File: config.mk
export PLATFORM = sky130hd
export DESIGN_NAME = kth_largest_stream_tracker_flat
export DESIGN_NICKNAME = d
export VERILOG_FILES = /design/src/design/kls_pkg.sv /design/src/design/kls_item_if.sv /design/src/design/kls_result_if.sv /design/src/design/kls_cfg_if.sv /design/src/design/kth_largest_stream_tracker.sv /design/src/design/kls_ram.sv /design/src/design/kls_sift.sv /design/src/flat_wrapper.sv
export SDC_FILE = /design/constraint.sdc
export NUM_CORES = 2
export LEC_CHECK = 0
export ABC_AREA = 1
export BUFFER_PORTS_ARGS = -buffer_cell sky130_fd_sc_hd__buf_2
export CORE_MARGIN = 4
export CORE_UTILIZATION = 45
export CTS_CLUSTER_SIZE = 8
export DETAILED_ROUTE_END_ITERATION = 8
export MAX_ROUTING_LAYER = met4
export SLEW_MARGIN = 15
export SYNTH_ARGS = -nofsm -noshare
export SYNTH_HDL_FRONTEND = slang
export SYNTH_SLANG_ARGS = --single-unit
File: constraint.sdc
create_clock -name clk -period 5.2 [get_ports clk]
set_input_delay 1.04 -clock clk [delete_from_list [all_inputs] [get_ports clk]]
set_output_delay 1.04 -clock clk [all_outputs]
set_load 0.02 [all_outputs]
File: src/design/kls_pkg.sv
// Package for the k-th largest stream tracker.
// Key and field widths, sequencer states and the structs shared between modules.
// No dependencies.
package kls_pkg;

	localparam int KLS_MAX_K = 64;
	localparam int KEY_W = 32;
	localparam int HS_W = 7;
	localparam logic [KEY_W-1:0] SIGN_FLIP = 32'h8000_0000;
	localparam logic [KEY_W-1:0] EMPTY_KEY = '0;

	typedef enum logic [2:0] {
		ST_CLEAR,
		ST_IDLE,
		ST_READ,
		ST_CMP,
		ST_DONE
	} kls_state_t;

	typedef struct packed {
		logic clr;
		logic res_free;
	} kls_ctl_t;

	typedef struct packed {
		logic              valid;
		logic [KEY_W-1:0]  kth;
	} kls_res_t;

endpackage

File: src/design/kls_item_if.sv
// Input channel of the tracker: one word per offered value.
// Depends on kls_pkg.
interface kls_item_if import kls_pkg::*; ();
	logic              valid;
	logic              ready;
	logic              action;
	logic signed [KEY_W-1:0] value;

	modport source (output valid, output action, output value, input ready);
	modport sink (input valid, input action, input value, output ready);
endinterface

File: src/design/kls_result_if.sv
// Result channel of the tracker: one word per add action.
// Depends on kls_pkg.
interface kls_result_if import kls_pkg::*; ();
	logic              valid;
	logic              ready;
	logic signed [KEY_W-1:0] kth_largest;

	modport source (output valid, output kth_largest, input ready);
	modport sink (input valid, input kth_largest, output ready);
endinterface

File: src/design/kls_cfg_if.sv
// Configuration write channel: carries the heap_size register word.
// Depends on kls_pkg.
interface kls_cfg_if import kls_pkg::*; ();
	logic              valid;
	logic              ready;
	logic [HS_W-1:0]   heap_size;

	modport source (output valid, output heap_size, input ready);
	modport sink (input valid, input heap_size, output ready);
endinterface

File: src/design/kth_largest_stream_tracker.sv
// K-th largest tracker: keeps the k largest signed values in a min-heap held in a RAM of
// MAX_K words and reports the heap root for each add word. An item whose value is below
// the root leaves the heap as it is. Otherwise the value replaces the root and moves down
// one heap level at a time until it stops above its children or reaches a leaf; the
// sift-down loop does one RAM read and one compare per level. After reset and after each
// heap_size write a clear sweep over all MAX_K words runs before the next item is taken.
// A finished result waits in an output register; an add word that finishes while that
// register is still full stalls until it drains.
module kth_largest_stream_tracker import kls_pkg::*; #(
	parameter int MAX_K = KLS_MAX_K
) (
	input  logic          clk,
	input  logic          arst_n,
	kls_cfg_if.sink       cfg,
	kls_item_if.sink      item,
	kls_result_if.source  result
);

	localparam int CW = $clog2(MAX_K + 1);

	logic [CW-1:0]     size_q;
	logic              out_valid_q;
	logic [KEY_W-1:0]  out_data_q;
	kls_ctl_t          ctl;
	kls_res_t          res;

	assign cfg.ready          = 1'b1;
	assign ctl.clr            = cfg.valid;
	assign ctl.res_free       = !out_valid_q || result.ready;
	assign result.valid       = out_valid_q;
	assign result.kth_largest = out_data_q;

	kls_sift #(.MAX_K(MAX_K)) u_sift (
		.clk    (clk),
		.arst_n (arst_n),
		.item   (item),
		.size   (size_q),
		.ctl    (ctl),
		.res    (res)
	);

	always_ff @(posedge clk or negedge arst_n) begin
		if (!arst_n) begin
			size_q      <= CW'(1);
			out_valid_q <= 1'b0;
		end else begin
			if (cfg.valid) begin
				if (cfg.heap_size == '0) begin
					size_q <= CW'(1);
				end else if (32'(cfg.heap_size) > 32'(MAX_K)) begin
					size_q <= CW'(MAX_K);
				end else begin
					size_q <= CW'(cfg.heap_size);
				end
			end
			if (res.valid) begin
				out_valid_q <= 1'b1;
			end else if (result.ready) begin
				out_valid_q <= 1'b0;
			end
		end
	end

	always_ff @(posedge clk) begin
		if (res.valid) begin
			out_data_q <= res.kth;
		end
	end

endmodule

File: src/design/kls_ram.sv
// Generic RAM: one write port, two read ports, registered read data.
// No dependencies.
module kls_ram #(
	parameter int WIDTH = 32,
	parameter int DEPTH = 64,
	localparam int AW = (DEPTH > 1) ? $clog2(DEPTH) : 1
) (
	input  logic             clk,
	input  logic             we,
	input  logic [AW-1:0]    waddr,
	input  logic [WIDTH-1:0] wdata,
	input  logic [AW-1:0]    raddr_a,
	input  logic [AW-1:0]    raddr_b,
	output logic [WIDTH-1:0] rdata_a,
	output logic [WIDTH-1:0] rdata_b
);

	logic [WIDTH-1:0] mem [DEPTH];

	always_ff @(posedge clk) begin
		if (we) begin
			mem[waddr] <= wdata;
		end
		rdata_a <= mem[raddr_a];
		rdata_b <= mem[raddr_b];
	end

endmodule

File: src/design/kls_sift.sv
// Heap sequencer: clear sweep, root test and sift-down over the heap RAM.
// Depends on kls_pkg, kls_item_if and kls_ram.
module kls_sift import kls_pkg::*; #(
	parameter int MAX_K = KLS_MAX_K,
	localparam int AW = (MAX_K > 1) ? $clog2(MAX_K) : 1,
	localparam int CW = $clog2(MAX_K + 1)
) (
	input  logic          clk,
	input  logic          arst_n,
	kls_item_if.sink      item,
	input  logic [CW-1:0] size,
	input  kls_ctl_t      ctl,
	output kls_res_t      res
);

	kls_state_t        state_q, state_d;
	logic [KEY_W-1:0]  key_q, root_q;
	logic              act_q, right_q;
	logic [AW-1:0]     pos_q, c_q, clr_q;

	logic [AW+1:0]     c_full, c_right;
	logic              has_child, has_right, pick_b, last_clr;
	logic [KEY_W-1:0]  rd_a, rd_b, ckey, in_key;
	logic [AW-1:0]     cidx, raddr_a, raddr_b, waddr;
	logic              we;
	logic [KEY_W-1:0]  wdata;

	assign c_full    = {1'b0, pos_q, 1'b1};
	assign c_right   = c_full + (AW+2)'(1);
	assign has_child = 32'(c_full) < 32'(size);
	assign has_right = 32'(c_right) < 32'(size);
	assign raddr_a   = has_child ? c_full[AW-1:0] : '0;
	assign raddr_b   = has_right ? c_right[AW-1:0] : raddr_a;
	assign pick_b    = right_q && (rd_b < rd_a);
	assign ckey      = pick_b ? rd_b : rd_a;
	assign cidx      = pick_b ? c_q + AW'(1) : c_q;
	assign in_key    = KEY_W'(item.value) ^ SIGN_FLIP;
	assign last_clr  = 32'(clr_q) == 32'(MAX_K - 1);
	assign item.ready = (state_q == ST_IDLE);

	kls_ram #(.WIDTH(KEY_W), .DEPTH(MAX_K)) u_heap (
		.clk     (clk),
		.we      (we),
		.waddr   (waddr),
		.wdata   (wdata),
		.raddr_a (raddr_a),
		.raddr_b (raddr_b),
		.rdata_a (rd_a),
		.rdata_b (rd_b)
	);

	always_comb begin
		state_d   = state_q;
		we        = 1'b0;
		waddr     = pos_q;
		wdata     = key_q;
		res.valid = 1'b0;
		res.kth   = root_q ^ SIGN_FLIP;
		unique case (state_q)
			ST_CLEAR: begin
				we    = 1'b1;
				waddr = clr_q;
				wdata = EMPTY_KEY;
				if (last_clr) begin
					state_d = ST_IDLE;
				end
			end
			ST_IDLE: begin
				if (item.valid) begin
					state_d = (in_key >= root_q) ? ST_READ : ST_DONE;
				end
			end
			ST_READ: begin
				if (has_child) begin
					state_d = ST_CMP;
				end else begin
					we      = 1'b1;
					state_d = ST_DONE;
				end
			end
			ST_CMP: begin
				we = 1'b1;
				if (ckey < key_q) begin
					wdata   = ckey;
					state_d = ST_READ;
				end else begin
					state_d = ST_DONE;
				end
			end
			ST_DONE: begin
				if (act_q) begin
					state_d = ST_IDLE;
				end else if (ctl.res_free) begin
					res.valid = 1'b1;
					state_d   = ST_IDLE;
				end
			end
			default: state_d = ST_IDLE;
		endcase
		if (ctl.clr) begin
			state_d = ST_CLEAR;
		end
	end

	always_ff @(posedge clk or negedge arst_n) begin
		if (!arst_n) begin
			state_q <= ST_CLEAR;
			clr_q   <= '0;
			root_q  <= EMPTY_KEY;
		end else begin
			state_q <= state_d;
			if (ctl.clr) begin
				clr_q  <= '0;
				root_q <= EMPTY_KEY;
			end else begin
				if (state_q == ST_CLEAR) begin
					clr_q <= clr_q + AW'(1);
				end
				if (we && waddr == '0) begin
					root_q <= wdata;
				end
			end
		end
	end

	// heap walk registers
	always_ff @(posedge clk) begin
		if (state_q == ST_IDLE && item.valid) begin
			key_q <= in_key;
			act_q <= item.action;
			pos_q <= '0;
		end
		if (state_q == ST_READ) begin
			c_q     <= c_full[AW-1:0];
			right_q <= has_right;
		end
		if (state_q == ST_CMP && ckey < key_q) begin
			pos_q <= cidx;
		end
	end

endmodule
File: src/flat_wrapper.sv
// flat-port wrapper written by rule: the top's interface ports become plain ports
module kth_largest_stream_tracker_flat import kls_pkg::*;
#(
	parameter int MAX_K = KLS_MAX_K
)
  (clk, arst_n, cfg_valid, cfg_heap_size, cfg_ready, item_valid, item_action, item_value, item_ready, result_valid, result_kth_largest, result_ready);
  kls_cfg_if cfg_i ();
  kls_item_if item_i ();
  kls_result_if result_i ();
  input  logic clk;
  input  logic arst_n;
  input wire logic [$bits(cfg_i.valid)-1:0] cfg_valid;
  input wire logic [$bits(cfg_i.heap_size)-1:0] cfg_heap_size;
  output wire logic [$bits(cfg_i.ready)-1:0] cfg_ready;
  input wire logic [$bits(item_i.valid)-1:0] item_valid;
  input wire logic [$bits(item_i.action)-1:0] item_action;
  input wire logic [$bits(item_i.value)-1:0] item_value;
  output wire logic [$bits(item_i.ready)-1:0] item_ready;
  output wire logic [$bits(result_i.valid)-1:0] result_valid;
  output wire logic [$bits(result_i.kth_largest)-1:0] result_kth_largest;
  input wire logic [$bits(result_i.ready)-1:0] result_ready;
  assign cfg_i.valid = cfg_valid;
  assign cfg_i.heap_size = cfg_heap_size;
  assign cfg_ready = cfg_i.ready;
  assign item_i.valid = item_valid;
  assign item_i.action = item_action;
  assign item_i.value = item_value;
  assign item_ready = item_i.ready;
  assign result_valid = result_i.valid;
  assign result_kth_largest = result_i.kth_largest;
  assign result_i.ready = result_ready;
  kth_largest_stream_tracker #(.MAX_K(MAX_K)) u_core (.clk(clk), .arst_n(arst_n), .cfg(cfg_i), .item(item_i), .result(result_i));
endmodule
**After elaboration in Yosys (flattened, before gate mapping)**

Memory sizes are Yosys's and may differ from the RTL's. A register that Yosys moved wholly into a read port is not among the register bits.
Index checks and enable logic that the tools add are counted.

- Register bits after elaboration: 126
- RAM bits: 2048
- Input bits: 45
- Memories: 1

- Add/subtract/negate cells: 3
- Magnitude comparators: 6
- Equality and inequality tests: 8
- Muxes and demuxes: 33
- Bitwise operators: 2
- Reduce and logical (&&, ||, !) cells: 15

Memory list:

| memory | words | bits a word | read ports | clocked after memory_dff | wr ports | RTL line | RTL |
|---|---|---|---|---|---|---|---|
| u_core.u_sift.u_heap.mem | 64 | 32 | 2 | 2 | 1 | kls_ram.sv:18 | `logic [WIDTH-1:0] mem [DEPTH];` |

Operators with widths:

| kind | number |
|---|---|
| two-way mux 32 bit | 4 |
| < comparator 32 bit | 2 |
| case mux 32 bit (2 select lines) | 1 |
| two-way mux 6 bit | 8 |
| greater-or-equal comparator 32 bit | 1 |
| two-way mux 3 bit | 8 |
| case mux 3 bit (5 select lines) | 1 |
| two-way mux 7 bit | 2 |
| adder 6 x 1 -> 6 bit (second input constant) | 2 |
| adder 7 x 1 -> 8 bit (second input constant) | 1 |
| < comparator 8 x 7 -> 1 bit | 1 |
| two-way mux 1 bit | 8 |
| nonzero test 2 bit | 4 |
| > comparator 7 bit (second input constant) | 1 |
| zero test 7 bit | 1 |
| < comparator 7 bit | 1 |
| == test 3 x 2 -> 1 bit (second input constant) | 2 |
| == test 6 bit (second input constant) | 1 |
| zero test 6 bit | 1 |
| != test 3 bit (second input constant) | 2 |
| logical AND 1 bit | 4 |
| != test 4 x 3 -> 1 bit (second input constant) | 1 |
| == test 3 x 1 -> 1 bit (second input constant) | 1 |
| == test 3 bit (second input constant) | 1 |
| other kinds (7) | 8 |

**Longest topological paths before layout**

- Depth in word-level cells: 8
- Mapped depth: 34

**Hierarchy**

From an unflattened synthesis, not the netlist that was laid out.

- Cells, all modules: 12428
- Area, all modules: 112257.7 µm²

By module, submodules not included:

| module | times used | cells an instance | area each (µm²) |
|---|---|---|---|
| kls_ram | 1 | 11401 | 103655.7 |
| kls_sift | 1 | 953 | 7275.7 |
| kth_largest_stream_tracker | 1 | 74 | 1326.3 |

**Worst setup path before layout**

OpenSTA, ideal clock, no wires.

- Path type: reg2reg
- Start point: reg u_core.u_sift.pos_q[0]
- End point: reg u_core.u_sift.root_q[10]
- Setup time: 0.124 ns
- Arrival: 4.451 ns
- Required time: 5.076 ns
- Path slack: 0.624 ns
- Stages on the path, launching flop included: 18
- Buffers on the path: 5
- Cells stage by stage: edfxtp_1 inv_1 clkbuf_1 clkbuf_1 buf_1 ha_1 nor2_1 o21ai_0 nand2_1 clkbuf_1 a21oi_1 clkinv_1 nand3_1 nor2_1 nor2_1 clkbuf_1 nand2_1 nand2_1

- Longest elaborated chain between the ends: 5
- Elaborated cells on any way between the ends: 7
- Those cells by class: order compare (1); mux (3); reduce/logical (3)

RTL lines:

| what | RTL line | RTL |
|---|---|---|
| from (decl) | kls_sift.sv:19 | `logic [AW-1:0] pos_q, c_q, clr_q;` |
| from (signal assigned) | kls_sift.sv:138 | `pos_q <= cidx;` |
| < comparator 7 bit | kls_sift.sv:30 | `assign has_child = 32'(c_full) < 32'(size);` |
| two-way mux 1 bit | kls_sift.sv:74 | `if (has_child) begin` |
| case mux 1 bit (2 select lines) | kls_sift.sv:59 | `unique case (state_q)` |
| logical AND 1 bit * | kls_sift.sv:119 | `if (we && waddr == '0) begin` |
| nonzero test 2 bit (no line) * | - |  |
| to (signal assigned) | kls_sift.sv:120 | `root_q <= wdata;` |
| to (decl) | kls_sift.sv:17 | `logic [KEY_W-1:0] key_q, root_q;` |

Mark *: on every way between the ends. The rest lies on a longest branch, timed or not.
A chain may end at the register's enable or synchronous reset.

**Worst setup path in the final report**

- Start point: reg u_core.u_sift.u_heap.rdata_a[27], read port of u_core.u_sift.u_heap.mem
- End point: mem u_core.u_sift.u_heap.mem[7][30], data pin

- Longest elaborated chain between the ends: 6

RTL lines:

| what | RTL line | RTL |
|---|---|---|
| from (decl) | kls_ram.sv:14 | `output logic [WIDTH-1:0] rdata_a,` |
| < comparator 32 bit | kls_sift.sv:34 | `assign pick_b = right_q && (rd_b < rd_a);` |
| logical AND 1 bit | kls_sift.sv:34 |  |
| two-way mux 32 bit * | kls_sift.sv:35 | `assign ckey = pick_b ? rd_b : rd_a;` |
| < comparator 32 bit | kls_sift.sv:83 | `if (ckey < key_q) begin` |
| two-way mux 32 bit * | kls_sift.sv:83 |  |
| case mux 32 bit (2 select lines) * | kls_sift.sv:59 |  |
| via u_core.u_sift.u_heap.wdata[30] | kls_ram.sv:11 | `input logic [WIDTH-1:0] wdata,` |
| to (decl) | kls_ram.sv:18 |  |

The timed path passes the listed nets; every way through them passes the cells marked *.

==> impl_metrics.yaml <==
outcome:
  status: "complete, no violations"
pwr:
  sequential_power_share_pct: 43.0
  net-switching-power_mw: 12.6
  power.static_leakage_nw: 42.1
  p_total_mw: 46.0
  share_clk_of_total_power_pct: 42.3
  internal_power_mw: 33.4
  max-vdd-ir-drop_mv: 0.307
  power.density_cell_area_nw_per_um2: 381
  switching_share_pct: 27.4
  comb_power_share_pct: 14.7
final_layout:
  num-nets-final: 10022
  layout.area.seq_um2: 66300
  finish.utilization_pct: 53.0
  multi_input_area_um2: 32400
  area_growth_syn_to_layout_pct: 16.9
  filler_cell_count: 19423
  mostFrequentLayoutCells: "2125 x edfxtp_1, 1635 x nand2_1, 1043 x o21ai_0, 842 x a21oi_1, 650 x nor2_1"
  layoutNonFillerInstCount: 13049
  final_common_cell: "edfxtp_1"
  fraction_of_layout_instances_using_a_drive_strength_above_1_pct: 11.3
synthesis:
  syn_area_per_cell_um2: 10.7
  synthesis.nets: 9838
  async_reset_ff_share_pct: 2.19
  synth.distinct_cells: 64
  synth_top_area_share_pct: 61.8
  ys_ff_latch: 2238
  yosys.area.top_type: "edfxtp_1"
  largest_family_of_logic_cells_by_synthesized_area: "compound AO/OA/AOI/OAI gates"
  seq_area_frac_synth_pct: 64.2
  post_synth_and_or_nand_nor_area_fraction_pct: 12.3
  synth.yosys.warnings: 0
  synth-xor-area-share_pct: 0.0339
  yosys_most_used_dff: "edfxtp_1"
  multiplexer_area_fraction_after_synthesis_pct: 0.0194
  synth_edf_count: 2125
  syn-instance-count: 9684
  mappedNetlistArea_um2: 103000
  post_synth_adder_cell_area_pct: 1.32
  synth_compound_gate_area_share_pct: 17.0
  synth_top_cells_by_area: "edfxtp_1 62%, nand2_1 6.1%, o21ai_0 5.1%"
sta:
  timing.final.crit_share_pct: 92.2
  min_setup_slack_post_route_ns: 0.404
  finalSetupTns_ns: 0
  final_hold_viol_count: 0
  grt_setup_unrepaired: "no"
  worst_slew_pin_tran_ns: 1.08
  achievable-frequency_mhz: 209
  fin_worst_skew_ns: 0.0446
  slew_viol_final: 0
  layout_min_cycle_time_ns: 4.80
  timing.final.setup_violations: 0
  timing.slew.headroom_pct: 28.3
grt:
  grt.met1_usage_pct: 47.8
  wire_length_of_the_first_global_routing_pass_mm: 603
  first_global_vias: 80798
  use_met2_pct: 51.4
  grtUsageMet3_pct: 9.80
  initial_antenna_violation_count: 22
  track_usage_pct: 36.6
  grt_most_used_layer: "met2"
  overflow: 0
  largest_net_degree_at_the_start_of_global_routing: 118
clock_network:
  ctsRootBufferMaster: "clkbuf_16"
  h-tree-depth: 5
  cts_made_buffers: 330
  clock_tree.buffer_depth: 4
  cts.sink_count: 2238
  worstSkewPairLatency_ns: 0.96
  cts_post_setup_buffers_inserted: 0
  clk_pin_slew_worst_paths_ns: 0.05
  tritoncts: "done"
detailed_routing:
  drt_drc_violations_left: 0
  drtIter0Drc: 14623
  drt-pass1-iter-count: 8
  via_count: 87056
  avgViaCountPerCell: 6.67
  drt-wirelength-per-cell_um: 33.2
  ant_nets: 0
  drt-total-wl_mm: 433
critical_path:
  timing.setup.critical_path_class: "reg2reg"
  cp-startpoint: "u_core.u_sift.u_heap.rdata_a[27]"
  timing.critical_path.to_type: "flip-flop"
  critical_path.max_fanout: 64
  cp_data_required_time_ns: 5.89
  worst_setup_path_start_kind: "flip-flop"
  launch_instance_of_the_worst_register_to_register_path: "u_core.u_sift.u_heap.rdata_a[27]"
  worst-endpoint-arrival_ns: 5.48
floorplanning:
  vertical_die_dimension_um: 487
  effective_utilization_at_floorplan_pct: 45.3
  io_pins: 80
  floorplan.die_area_um2: 237000
  die_width_um: 487
  std_cell_rows: 175
  design.core.area_um2: 228000
placed_design:
  dp.cells: 12545
  place.detailed.hpwl_mm: 249
  weighted_congestion_reported_at_the_end_of_routability_driven_placement: 0.962
  numPortBuffers: 78
  dp_worst_setup_slack_ns: 0.393
hold_path:
  holdCritStartpoint: "item_action"
  min_path_type: "in2reg"
job:
  drv_cap: 0
[synth_stat cells, drive strengths merged (2+ instances only)]
master / n
a221oi: 97
o311ai: 116
o221ai: 106
or2: 28
xor2: 4
o31ai: 17
o21a: 3
inv: 518
or3: 2
o2111ai: 36
a311o: 2
a21oi: 843
buf: 314
clkbuf: 458
nor3b: 3
a311oi: 5
a32o: 5
a31oi: 60
o32ai: 14
o211ai: 380
dfxtp: 64
nor4: 2
a41oi: 3
o21ai: 1064
clkinv: 5
nor2: 725
ha: 109
mux2i: 2
and3: 2
a32oi: 13
dfrtp: 48
nand4: 58
a221o: 2
a22oi: 8
nand2: 1671
nor3: 53
nand3: 564
a211oi: 83
o22ai: 62
edfxtp: 2125
[sequential cells by signal (all words and copies together), names as in the netlist]
signal                        count
u_core.result.kth_largest        32
u_core.result.valid               1
u_core.size_q                     7
u_core.u_sift.act_q               1
u_core.u_sift.c_q                 5
u_core.u_sift.clr_q               6
u_core.u_sift.key_q              32
u_core.u_sift.pos_q               6
u_core.u_sift.right_q             1
u_core.u_sift.root_q             32
u_core.u_sift.state_q             3
u_core.u_sift.u_heap.mem       2048
u_core.u_sift.u_heap.rdata_a     32
u_core.u_sift.u_heap.rdata_b     32
[repair_timing]
item | CTS | global route
hold buffers | 0 | 0
gates resized for setup | 0 | 3
setup endpoints to repair | 0 | 1150
[worst max-delay path: stages, from the launching register on]
cell and delay [ns]:
dfxtp_1 0.30, inv_1 0.05, ha_1 0.30, a21oi_1 0.28, o21ai_0 0.16, nand2_1 0.09
o211ai_1 0.13, nor2_1 0.18, nand2_2 0.10, inv_4 0.23, buf_12 0.23, nand2_1 0.06
o21ai_0 0.13, ha_1 0.31, a21oi_1 0.21, nor2_1 0.06, a211oi_1 0.17, nand2_1 0.08
nand2_1 0.05, nand2_1 0.13, nand2_1 0.11, nand2_1 0.10, nor2_2 0.19, buf_12 0.24
nand2_1 0.09, nand2_2 0.19, buf_12 0.28
[per-stage QoR]
step	hold WS [ns]	cell area, um2
2_1_floorplan	0.447	103000
3_3_place_gp	0.488	112000
3_5_place_dp	0.497	112000
4_1_cts	0.252	121000
5_1_grt	0.273	121000
6_report	0.293	121000
[cell type report]
class	instances	share of cell area, %
clock inverter	9	0.0695
sequential	2238	55.0
timing repair buffer	624	5.80
antenna	27	0.0560
inverter	523	1.69
multi-input combinational	6151	26.9
tap	3009	3.12
clock buffer	468	7.45
[layer usage]
layer | vias up | share of wire [%]
met5 | - | 0
met4 | 0 | 6.9
met3 | 1563 | 14
met2 | 7325 | 42
met1 | 42284 | 37
li1 | 35884 | -
[path summary, 6_finish.rpt]
check / to / slack [ns] / cells past startpoint
min in group asynchronous: u_core.u_sift.root_q[27] / 0.35 / 2
setup / recovery: u_core.u_sift.u_heap.mem[7][30] / 0.40 / 26
setup reg to reg: u_core.u_sift.u_heap.mem[7][30] / 0.40 / 26
hold reg to reg: u_core.size_q[0] / 0.51 / 2
max in group asynchronous: u_core.u_sift.root_q[9] / 4.09 / 2
hold / removal: u_core.u_sift.act_q / 0.29 / 1
[power groups by stage]
stage / Combinational, mW / Clock, mW / Sequential [mW]
finish: 6.78 / 19.5 / 19.8
global route: 7.06 / 20.4 / 19.8
CTS: 6.54 / 19.6 / 19.8
detailed placement: 6.51 / 0 / 20.1
global placement: 6.51 / 0 / 20.1
floorplan: 3.53 / 0 / 20.1
[kinds of logic (layout without fill, tap and decap cells)]
family	Yosys count	after routing
simple gates	3109	3109
compound gates	2926	2926
fa+ha+maj	109	109
mux	2	2
buf+inv	1295	1624
flops	2238	2238
other cells	1	28
xor+xnor	4	4
No activity file was read; power rests on OpenSTA's default activity.
